--- src/assert_macros.svh ---
// Assertion macros shared by the display window pixel writer modules.
`ifndef ASSERT_MACROS_SVH
`define ASSERT_MACROS_SVH

`ifndef NO_ASSERTIONS
// Check at every clock edge outside reset.
`define DWPW_ASSERT(lbl, prop) \
  lbl: assert property (@(posedge clk) disable iff (!rst_n) prop) \
    else $error("%m: check failed");
// Check at every clock edge, reset included.
`define DWPW_ASSERT_ALWAYS(lbl, prop) \
  lbl: assert property (@(posedge clk) prop) \
    else $error("%m: check failed");
`else
`define DWPW_ASSERT(lbl, prop)
`define DWPW_ASSERT_ALWAYS(lbl, prop)
`endif

`endif

--- src/dwpw_pkg.sv ---
// Types and constants of the display window pixel writer.
package dwpw_pkg;

  localparam int unsigned MAX_BYTES   = 11;
  localparam int unsigned CNT_W       = 4;
  localparam int unsigned PIXEL_BYTES = 3;
  localparam int unsigned AREA_W      = 21;

  localparam logic [7:0] CMD_COLUMN_ADDR  = 8'h2a;
  localparam logic [7:0] CMD_PAGE_ADDR    = 8'h2b;
  localparam logic [7:0] CMD_MEMORY_WRITE = 8'h2c;

  localparam logic [AREA_W-1:0] COUNT_MAX = {AREA_W{1'b1}};

  localparam logic [10:0] PANEL_WIDTH_RST  = 11'd320;
  localparam logic [10:0] PANEL_HEIGHT_RST = 11'd480;

  // Input item command codes
  localparam logic ITEM_WINDOW = 1'b0;
  localparam logic ITEM_PIXEL  = 1'b1;

  typedef enum logic [1:0] {
    REG_PANEL_WIDTH   = 2'd0,
    REG_PANEL_HEIGHT  = 2'd1,
    REG_COLUMN_OFFSET = 2'd2,
    REG_ROW_OFFSET    = 2'd3
  } dwpw_reg_t;

  typedef struct packed {
    logic [10:0] panel_width;
    logic [10:0] panel_height;
    logic [15:0] column_offset;
    logic [15:0] row_offset;
  } dwpw_cfg_t;

  typedef struct packed {
    logic [7:0] value;
    logic       is_data;
    logic       last;
  } dwpw_byte_t;

  typedef struct packed {
    logic                              load;
    logic [CNT_W-1:0]                  count;
    dwpw_byte_t [MAX_BYTES-1:0]        bytes;
  } dwpw_burst_t;

endpackage

--- src/dwpw_cfg_regs.sv ---
// Configuration register file of the display window pixel writer.
module dwpw_cfg_regs
  import dwpw_pkg::*;
(
  input  logic        clk,
  input  logic        rst_n,
  input  logic        cfg_we,
  input  logic [1:0]  cfg_index,
  input  logic [15:0] cfg_wdata,
  output dwpw_cfg_t   cfg
);

  dwpw_cfg_t cfg_r;
  dwpw_cfg_t cfg_nxt;

  always_comb begin
    cfg_nxt = cfg_r;
    if (cfg_we) begin
      unique case (dwpw_reg_t'(cfg_index))
        REG_PANEL_WIDTH:   cfg_nxt.panel_width   = cfg_wdata[10:0];
        REG_PANEL_HEIGHT:  cfg_nxt.panel_height  = cfg_wdata[10:0];
        REG_COLUMN_OFFSET: cfg_nxt.column_offset = cfg_wdata;
        REG_ROW_OFFSET:    cfg_nxt.row_offset    = cfg_wdata;
        default:           cfg_nxt = cfg_r;
      endcase
    end
  end

  always_ff @(posedge clk) begin
    if (!rst_n) begin
      cfg_r.panel_width   <= PANEL_WIDTH_RST;
      cfg_r.panel_height  <= PANEL_HEIGHT_RST;
      cfg_r.column_offset <= '0;
      cfg_r.row_offset    <= '0;
    end else begin
      cfg_r <= cfg_nxt;
    end
  end

  assign cfg = cfg_r;

endmodule

--- src/dwpw_format.sv ---
// Input register, window check, area count and byte burst formatting.
`include "assert_macros.svh"
module dwpw_format
  import dwpw_pkg::*;
(
  input  logic               clk,
  input  logic               rst_n,
  input  dwpw_cfg_t          cfg,
  input  logic               in_valid,
  output logic               in_ready,
  input  logic               in_command,
  input  logic signed [15:0] in_x_start,
  input  logic signed [15:0] in_y_start,
  input  logic signed [15:0] in_x_end,
  input  logic signed [15:0] in_y_end,
  input  logic [15:0]        in_pixel_rgb565,
  input  logic               ser_free,
  output dwpw_burst_t        burst
);

  logic              a_valid_r;
  logic              cmd_r;
  logic [15:0]       xs_r;
  logic [15:0]       ys_r;
  logic [15:0]       xe_r;
  logic [15:0]       ye_r;
  logic [15:0]       pix_r;
  logic [AREA_W-1:0] pix_left_r;
  logic [AREA_W-1:0] pix_left_nxt;

  logic              win_ok;
  logic              produce;
  logic              a_move;
  logic [10:0]       dx;
  logic [10:0]       dy;
  logic [21:0]       area;
  logic [AREA_W-1:0] area_sat;
  logic [15:0]       col_s;
  logic [15:0]       col_e;
  logic [15:0]       row_s;
  logic [15:0]       row_e;

  always_comb begin
    win_ok = !(($signed(xe_r) < $signed(xs_r)) || ($signed(ye_r) < $signed(ys_r)) ||
               xs_r[15] || ys_r[15] ||
               ($signed(xe_r) >= $signed({5'b0, cfg.panel_width})) ||
               ($signed(ye_r) >= $signed({5'b0, cfg.panel_height})));
    // A passing window has extents of 1 to 2047, so 11 bits carry them exactly
    dx       = xe_r[10:0] - xs_r[10:0] + 11'd1;
    dy       = ye_r[10:0] - ys_r[10:0] + 11'd1;
    area     = {11'b0, dx} * {11'b0, dy};
    area_sat = (area[21]) ? COUNT_MAX : area[AREA_W-1:0];
    col_s    = xs_r + cfg.column_offset;
    col_e    = xe_r + cfg.column_offset;
    row_s    = ys_r + cfg.row_offset;
    row_e    = ye_r + cfg.row_offset;

    produce  = (cmd_r == ITEM_PIXEL) ? (pix_left_r != '0) : win_ok;
    a_move   = a_valid_r && (!produce || ser_free);
    in_ready = !a_valid_r || a_move;

    burst       = '0;
    burst.load  = a_valid_r && produce && ser_free;
    if (cmd_r == ITEM_PIXEL) begin
      burst.count    = CNT_W'(PIXEL_BYTES);
      burst.bytes[0] = '{value: {pix_r[15:11], pix_r[15], 2'b00}, is_data: 1'b1, last: 1'b0};
      burst.bytes[1] = '{value: {pix_r[10:5], 2'b00},             is_data: 1'b1, last: 1'b0};
      burst.bytes[2] = '{value: {pix_r[4:0], pix_r[4], 2'b00},    is_data: 1'b1, last: 1'b1};
    end else begin
      burst.count     = CNT_W'(MAX_BYTES);
      burst.bytes[0]  = '{value: CMD_COLUMN_ADDR,  is_data: 1'b0, last: 1'b0};
      burst.bytes[1]  = '{value: col_s[15:8],      is_data: 1'b1, last: 1'b0};
      burst.bytes[2]  = '{value: col_s[7:0],       is_data: 1'b1, last: 1'b0};
      burst.bytes[3]  = '{value: col_e[15:8],      is_data: 1'b1, last: 1'b0};
      burst.bytes[4]  = '{value: col_e[7:0],       is_data: 1'b1, last: 1'b0};
      burst.bytes[5]  = '{value: CMD_PAGE_ADDR,    is_data: 1'b0, last: 1'b0};
      burst.bytes[6]  = '{value: row_s[15:8],      is_data: 1'b1, last: 1'b0};
      burst.bytes[7]  = '{value: row_s[7:0],       is_data: 1'b1, last: 1'b0};
      burst.bytes[8]  = '{value: row_e[15:8],      is_data: 1'b1, last: 1'b0};
      burst.bytes[9]  = '{value: row_e[7:0],       is_data: 1'b1, last: 1'b0};
      burst.bytes[10] = '{value: CMD_MEMORY_WRITE, is_data: 1'b0, last: 1'b1};
    end

    pix_left_nxt = pix_left_r;
    if (a_move) begin
      if (cmd_r == ITEM_PIXEL) begin
        if (pix_left_r != '0) begin
          pix_left_nxt = pix_left_r - AREA_W'(1);
        end
      end else begin
        // a failed check closes the window
        pix_left_nxt = win_ok ? area_sat : '0;
      end
    end
  end

  always_ff @(posedge clk) begin
    if (!rst_n) begin
      a_valid_r  <= 1'b0;
      pix_left_r <= '0;
    end else begin
      pix_left_r <= pix_left_nxt;
      if (in_ready) begin
        a_valid_r <= in_valid;
      end
    end
  end

  always_ff @(posedge clk) begin
    if (in_valid && in_ready) begin
      cmd_r <= in_command;
      xs_r  <= in_x_start;
      ys_r  <= in_y_start;
      xe_r  <= in_x_end;
      ye_r  <= in_y_end;
      pix_r <= in_pixel_rgb565;
    end
  end

  `DWPW_ASSERT(a_fail_no_load, (a_valid_r && cmd_r == ITEM_WINDOW && !win_ok) |-> !burst.load)
  `DWPW_ASSERT(a_drop_no_load, (a_valid_r && cmd_r == ITEM_PIXEL && pix_left_r == '0) |-> !burst.load)
  `DWPW_ASSERT(a_pix_count, (burst.load && cmd_r == ITEM_PIXEL) |=> (pix_left_r == $past(pix_left_r) - AREA_W'(1)))

endmodule

--- src/dwpw_serializer.sv ---
// Byte shifter that presents one formatted byte per cycle on the output channel while out_ready is high.
`include "assert_macros.svh"
module dwpw_serializer
  import dwpw_pkg::*;
(
  input  logic        clk,
  input  logic        rst_n,
  input  dwpw_burst_t burst,
  output logic        ser_free,
  output logic        out_valid,
  input  logic        out_ready,
  output logic [7:0]  out_byte,
  output logic        out_is_data,
  output logic        out_last_of_run
);

  dwpw_byte_t [MAX_BYTES-1:0] bytes_r;
  dwpw_byte_t [MAX_BYTES-1:0] bytes_nxt;
  logic [CNT_W-1:0]           cnt_r;
  logic [CNT_W-1:0]           cnt_nxt;
  logic                       take;

  always_comb begin
    take      = out_valid && out_ready;
    ser_free  = (cnt_r == '0) || (cnt_r == CNT_W'(1) && out_ready);
    bytes_nxt = bytes_r;
    cnt_nxt   = cnt_r;
    priority if (burst.load) begin
      bytes_nxt = burst.bytes;
      cnt_nxt   = burst.count;
    end else if (take) begin
      // advance the queue by one byte
      for (int i = 0; i < MAX_BYTES - 1; i++) begin
        bytes_nxt[i] = bytes_r[i+1];
      end
      bytes_nxt[MAX_BYTES-1] = '0;
      cnt_nxt = cnt_r - CNT_W'(1);
    end
  end

  always_ff @(posedge clk) begin
    if (!rst_n) begin
      cnt_r <= '0;
    end else begin
      cnt_r <= cnt_nxt;
    end
  end

  always_ff @(posedge clk) begin
    bytes_r <= bytes_nxt;
  end

  assign out_valid       = (cnt_r != '0);
  assign out_byte        = bytes_r[0].value;
  assign out_is_data     = bytes_r[0].is_data;
  assign out_last_of_run = bytes_r[0].last;

  `DWPW_ASSERT(a_load_when_free, burst.load |-> ser_free)
  `DWPW_ASSERT(a_last_matches_count, out_valid |-> (out_last_of_run == (cnt_r == CNT_W'(1))))
  `DWPW_ASSERT_ALWAYS(a_reset_empty, !rst_n |=> !out_valid)

endmodule

--- src/display_window_pixel_writer.sv ---
// Display window pixel writer: SPI display byte stream formatter, top level.
// Each accepted item enters an input register; from there its bytes are loaded
// into an 11-entry output shifter when it is free, and the shifter presents
// one byte per cycle while the output is ready. A passing window gives 11 bytes
// (column command, 4 address bytes, page command, 4 address bytes, memory write
// command); a pixel gives 3 bytes. A failed window or a pixel dropped with no
// open window leaves the input register without waiting for the shifter. The
// byte rate of the output shifter sets the throughput; when the shifter is
// free, the first byte of an item is presented on the output once the item has
// passed the input register and been loaded into the shifter. Configuration
// writes take effect at the next clock edge.
module display_window_pixel_writer
  import dwpw_pkg::*;
(
  input  logic               clk,
  input  logic               rst_n,
  input  logic               cfg_we,
  input  logic [1:0]         cfg_index,
  input  logic [15:0]        cfg_wdata,
  input  logic               in_valid,
  output logic               in_ready,
  input  logic               in_command,
  input  logic signed [15:0] in_x_start,
  input  logic signed [15:0] in_y_start,
  input  logic signed [15:0] in_x_end,
  input  logic signed [15:0] in_y_end,
  input  logic [15:0]        in_pixel_rgb565,
  output logic               out_valid,
  input  logic               out_ready,
  output logic [7:0]         out_byte,
  output logic               out_is_data,
  output logic               out_last_of_run
);

  dwpw_cfg_t   cfg;
  dwpw_burst_t burst;
  logic        ser_free;

  dwpw_cfg_regs u_cfg (
    .clk       (clk),
    .rst_n     (rst_n),
    .cfg_we    (cfg_we),
    .cfg_index (cfg_index),
    .cfg_wdata (cfg_wdata),
    .cfg       (cfg)
  );

  dwpw_format u_format (
    .clk             (clk),
    .rst_n           (rst_n),
    .cfg             (cfg),
    .in_valid        (in_valid),
    .in_ready        (in_ready),
    .in_command      (in_command),
    .in_x_start      (in_x_start),
    .in_y_start      (in_y_start),
    .in_x_end        (in_x_end),
    .in_y_end        (in_y_end),
    .in_pixel_rgb565 (in_pixel_rgb565),
    .ser_free        (ser_free),
    .burst           (burst)
  );

  dwpw_serializer u_ser (
    .clk             (clk),
    .rst_n           (rst_n),
    .burst           (burst),
    .ser_free        (ser_free),
    .out_valid       (out_valid),
    .out_ready       (out_ready),
    .out_byte        (out_byte),
    .out_is_data     (out_is_data),
    .out_last_of_run (out_last_of_run)
  );

endmodule

--- config.mk ---
export PLATFORM = sky130hd
export DESIGN_NAME = display_window_pixel_writer
export DESIGN_NICKNAME = d
export VERILOG_FILES = /design/src/dwpw_pkg.sv /design/src/dwpw_cfg_regs.sv /design/src/dwpw_format.sv /design/src/dwpw_serializer.sv /design/src/display_window_pixel_writer.sv
export VERILOG_INCLUDE_DIRS = /design/src /design/src/src
export SDC_FILE = /design/constraint.sdc
export NUM_CORES = 1
export LEC_CHECK = 0
export BUFFER_PORTS_ARGS = -buffer_cell sky130_fd_sc_hd__buf_2
export CORE_ASPECT_RATIO = 1.2
export CORE_UTILIZATION = 55
export CTS_CLUSTER_SIZE = 8
export DETAILED_ROUTE_END_ITERATION = 8
export GPL_TIMING_DRIVEN = 0
export PLACE_DENSITY = 0.76
export SLEW_MARGIN = 20
export SYNTH_ARGS = -nofsm -noshare
export SYNTH_HDL_FRONTEND = slang
export SYNTH_HIERARCHICAL = 1
export SYNTH_SLANG_ARGS = --single-unit
--- constraint.sdc ---
create_clock -name clk -period 7.8 [get_ports clk]
set_clock_uncertainty 0.1 [all_clocks]
set_input_delay 0.39 -clock clk [delete_from_list [all_inputs] [get_ports clk]]
set_output_delay 0.39 -clock clk [all_outputs]
set_load 0.05 [all_outputs]
[After elaboration in Yosys (flattened, before gate mapping)]
Cells that the tools add are included.
Storage, ports and cells
  flip-flop bits (word level): 271
  bits in latches: 0
  RAM bits: 0
  bits in read-only memories: 0
  bits of input ports: 104
  logic and storage cells: 105
  memories: 0
Operators by class
  add/sub/neg operators: 10
  multiply operators: 1
  div/mod/pow operators: 0
  magnitude comparators: 4
  eq/ne operators: 5
  shifts and indexed selects: 0
  muxes and demuxes: 12
  bitwise operators: 0
  reduce and logical (&&, ||, !) cells: 27
Operators with widths (number)
  110-bit 2-to-1 mux: 2
  21-bit 2-to-1 mux: 4
  78-bit 2-to-1 mux: 1
  16-bit adder: 4
  16-bit by 12-bit >= comparator with 1-bit output: 2
  16-bit less-than comparator: 2
  30-bit 2-to-1 mux: 1
  11-bit by 1-bit adder with 11-bit output, second input constant: 2
  11-bit by 11-bit multiplier with 22-bit output: 1
  11-bit subtractor: 2
  21-bit nonzero test: 1
  21-bit by 1-bit subtractor with 21-bit output, second input constant: 1
  4-bit 2-to-1 mux: 3
  2-bit AND reduction: 5
  1-bit logical OR: 8
  1-bit logical AND: 6
  2-bit == test, second input constant: 2
  4-bit by 1-bit == test with 1-bit output, second input constant: 1
  4-bit logical NOT: 1
  4-bit nonzero test: 1
  4-bit by 1-bit subtractor with 4-bit output, second input constant: 1
  1-bit logical NOT: 3
  2-bit by 1-bit == test with 1-bit output, second input constant: 1
  2-bit logical NOT: 1
  other kinds (3): 3

[Logic depth before layout (Yosys ltp)]
  depth after elaboration: 13
  gate-level depth with buffers: 35
  depth with buffers taken out: 33

[By module]
Netlist, hierarchy kept.
Modules (own cells, without submodules)
  dwpw_format: times used 1, cells each 1549, area each 13500.4 um2
  dwpw_serializer: times used 1, cells each 278, area each 4934.7 um2
  dwpw_cfg_regs: times used 1, cells each 199, area each 2021.9 um2

[Worst setup path after synthesis]
OpenSTA, ideal clock, no wires.
  kind: reg-to-reg
  from: register u_format.xe_r[1]
  to: register u_format.pix_left_r[18]
  arrival: 7.728 ns
  setup slack: -0.155 ns
  cell stages (with the launch flop): 32
  cells stage by stage: edfxtp_1 ha_1 inv_1 ha_1 fa_1 nor2b_1 o21ai_0 nand2b_1 a21o_1 a21o_1 a21o_1 a21oi_1 xnor2_1 clkbuf_1 nand2_1 fa_1 inv_1 fa_1 fa_1 fa_1 inv_1 fa_1 inv_1 ha_1 or4_1 nor3_1 nor3_1 nor3_2 nor4_1 or3_1 o21ai_1 or3b_1
On the way
  cells in the longest elaborated chain, start to end: 12
  elaborated cells on any way between the ends: 19
  those cells by class: add/sub (2); mul (1); order compare (2); mux (4); reduce/logical (10)
Ends and longest elaborated chain
  from (decl): line dwpw_format.sv:25  | logic [15:0] xe_r;
  from (signal assigned): line dwpw_format.sv:114  | xe_r <= in_x_end;
  branches (longest 12 deep; another with 11-bit by 11-bit multiplier with 22-bit output)
  to (signal assigned): line dwpw_format.sv:102  | pix_left_r <= pix_left_nxt;
  to (decl): line dwpw_format.sv:28  | logic [AREA_W-1:0] pix_left_r;
Parallel ways; which one is timed is not known.
A chain may end at the register's enable or synchronous reset.

[Worst setup path in the final report]
  from: register u_format.xe_r[1]
  to: register u_format.pix_left_r[17]
The elaborated chain is that of the path after synthesis.

==> impl_metrics.env <==
export IMPL_wire_per_inst_um=19.59
export IMPL_met2_usage_pct=52.11
export IMPL_instances_no_fill=2854
export IMPL_max_cap_violations=0
export IMPL_grt_pass1_vias=16670
export IMPL_dr_pass1_iters=6
export IMPL_placedCellCount=2643
export IMPL_rsz0062_at_grt="yes"
export IMPL_port_buffers=114
export IMPL_avgViaCountPerCell=5.670
export IMPL_r2r_start="u_format/xe_r[1]"
export IMPL_clk_insertion_delay_late_ps=530
export IMPL_syn_inst=2026
export IMPL_drt_iter0_drc=1044
export IMPL_grt_max_degree=60
export IMPL_crit_start="u_format/xe_r[1]"
export IMPL_synth_cell_types=83
export IMPL_coreArea_sq_mm=0.03671
export IMPL_busiest_layer="met2"
export IMPL_synth_flop_cell="edfxtp_1"
export IMPL_cp_endpoint="u_format/pix_left_r[17]"
export IMPL_rr_worst_depth=32
export IMPL_core_rowCount=77
export IMPL_ys_seq_elements=271
export IMPL_tightest_slew_ps=947.1
export IMPL_cts_tree="done"
export IMPL_antenna_found_initial=0
export IMPL_slew_viol_final=0
export IMPL_via_count=16180
export IMPL_worst_setup_path_start_kind="register"
export IMPL_maxSlewHeadroom_pct=36.41
export IMPL_max_freq_mhz=126.6
export IMPL_die_y_um=213.3
export IMPL_fin_crit_ps=7898
export IMPL_initial_utilization_pct=55.73
export IMPL_final_nets=2746
export IMPL_setup_viol=20
export IMPL_cp_common_cell="fa_1"
export IMPL_antennaDiodeCount=0
export IMPL_synth_area_per_cell_sq_um=10.10
export IMPL_yosysWarnings=6
export IMPL_crit_type="reg -> reg"
export IMPL_layout_drive_gt1_share_pct=19.92
export IMPL_ant_nets=0
export IMPL_clock_sinks=271
export IMPL_grt_use_met3_pct=4.167
export IMPL_syn2layout_area_growth_pct=21.76
export IMPL_cp_required_ps=8090
export IMPL_finalHoldViolations=0
export IMPL_globalplace_congestion=0.9467
export IMPL_grt_total_usage_pct=29.89
export IMPL_die_w_um=178.1
export IMPL_setup_slack_ps=-97.95
export IMPL_slowest_stage="fa_1"
export IMPL_worstPathMaxFanout=10
export IMPL_fin_crit_sh_pct=101.3
export IMPL_cts_max_level=2
export IMPL_synth_seq_area_share_pct=35.87
export IMPL_synth_area_sq_mm=0.02046
export IMPL_use_met1_pct=36.49
export IMPL_violations="negative setup slack"
export IMPL_ios=116
export IMPL_cp_slowest_stage_delay_ps=550
export IMPL_cts_clk_slew_worst_paths_ps=50
export IMPL_cp_arrival_ps=8190
export IMPL_globalRouteOverflowTotal=0
export IMPL_fillCellCount=2699
export IMPL_async_reset_ff_share_pct=0
export IMPL_status="finished with violations"
export IMPL_reg2reg_to="u_format/pix_left_r[17]"
export IMPL_totalWireLength_um=55900
export IMPL_place_hpwl_um=40960
export IMPL_numCtsBuffers=40
export IMPL_hold_class="in -> reg"
export IMPL_clockBufferDepth=3
export IMPL_synth_edf_count=191
export IMPL_die_area_sq_mm=0.03797
export IMPL_dp_slack_ps=-1087
export IMPL_grt_pass1_wl_um=86160
export IMPL_post_route_drc_count=0
export IMPL_root_buffer="clkbuf_16"
export IMPL_r2r_setup_slack_ps=-100
export IMPL_critPathCaptureType="register"
metrics by stage:
step	hold slack, ps	TNS [ps]	util [%]	area, sq um
2_1_floorplan	334.7	0	-	20560
4_1_cts	0.9927	0	66.87	24540
5_1_grt	2.659	-5419	67.86	24910
3_3_place_gp	346.0	-87610	59.19	21730
6_report	18.04	-1027	67.86	24910
3_5_place_dp	349.9	-21240	59.57	21870
cells by family after synthesis:
logic type	after synthesis	synth area share, %
DFF	271	35.87
other	2	0.03671
adders and majority gates	292	21.27
AOI/OAI and AO/OA	305	9.609
muxes	155	8.196
xor gates and xnor gates	93	3.982
and+or+nand+nor	569	13.47
buffers and inverters	339	7.572
how the worst min path moves through the flow:
stage,from,end,slack (ps),cells past startpoint
floorplan,u_cfg/cfg[33],u_cfg/cfg[33],330,2
global placement,u_cfg/cfg[41],u_cfg/cfg[41],350,2
detailed placement,u_format/pix_left_r[11],u_format/pix_left_r[11],350,2
CTS,in_x_end[0],u_format/xe_r[0],1,1
global route,in_x_end[0],u_format/xe_r[0],3,1
finish,in_x_end[0],u_format/xe_r[0],20,1
layer usage:
layer,vias to the layer above,share of wire [%]
li1,7603,-
met1,7819,40
met2,603,49
met3,156,6.2
met4,0,4.8
met5,-,0
synth_stat cells (31+ instances only):
master / instances / area (sq um)
a21oi_1: 80 / 400.4
nor2_1: 141 / 529.3
mux2_2: 51 / 574.3
xor2_1: 41 / 359.1
nor3_1: 45 / 225.2
xnor2_1: 52 / 455.4
and2_1: 39 / 244.0
nor2b_1: 31 / 193.9
o21ai_0: 59 / 295.3
nand2_1: 178 / 668.1
fa_1: 93 / 1862
dfxtp_1: 80 / 1602
mux2_1: 49 / 551.8
inv_1: 227 / 852.1
nand3_1: 37 / 185.2
mux2i_1: 55 / 550.5
buf_4: 54 / 405.4
edfxtp_1: 191 / 5736
ha_1: 199 / 2490
placed cells by master (no fill, tap or decap), types with 39 or more instances in the layout:
cell type | netlist | layout
mux2i_1 | 55 | 54
mux2_1 | 49 | 49
dlygate4sd3_1 | 0 | 81
mux2_2 | 51 | 51
nor3_1 | 45 | 39
buf_2 | 18 | 131
xnor2_1 | 52 | 42
buf_4 | 54 | 113
clkbuf_16 | 0 | 43
o21ai_0 | 59 | 52
nor2_1 | 141 | 137
fa_1 | 93 | 90
edfxtp_1 | 191 | 191
a21oi_1 | 80 | 70
nand2_1 | 178 | 175
ha_1 | 199 | 186
clkbuf_1 | 27 | 50
inv_1 | 227 | 219
dfxtp_1 | 80 | 80
registers in the layout (all words and copies together) (netlist names):
signal,flops
u_ser/out_byte,8
u_ser/out_is_data,1
u_format/xe_r,16
u_format/a_valid_r,1
u_format/ye_r,16
u_format/xs_r,16
u_ser/out_last_of_run,1
u_format/cmd_r,1
u_format/pix_r,16
u_ser/cnt_r,4
u_format/ys_r,16
u_cfg/cfg,54
u_ser/bytes_r,100
u_format/pix_left_r,21
cell type report:
class	count	area, sq um	area share [%]
Inverter	229	859.6	3.451
Clock buffer	70	1187	4.767
Clock inverter	2	20.02	0.08037
Sequential cell	271	7337	29.46
Buffer	109	710.7	2.853
Timing Repair Buffer	259	1939	7.786
Multi-Input combinational cell	1440	12260	49.22
Tap cell	474	593.1	2.381
critical path, delay by kind of cell (launching register included):
family | cells | cell delay (ps)
buffers and inverters | 6 | 580
adder cells (fa/ha/maj) | 9 | 3510
XOR/XNOR | 1 | 170
flip-flops | 1 | 450
AND/OR/NAND/NOR | 9 | 1870
AO/OA/AOI/OAI | 7 | 1090
repair_timing:
action                                  CTS  global route
pin swaps                                50            49
setup buffers                            41            17
hold buffers                             81             0
endpoints found under the setup margin   21            21
hold endpoints to repair                 81             0
gates resized for setup                  72            57
cloned                                    1             0
Power is left out: the tool's default activity adds up to more than one toggle a clock period on the data nets, which glitch-free logic cannot reach.
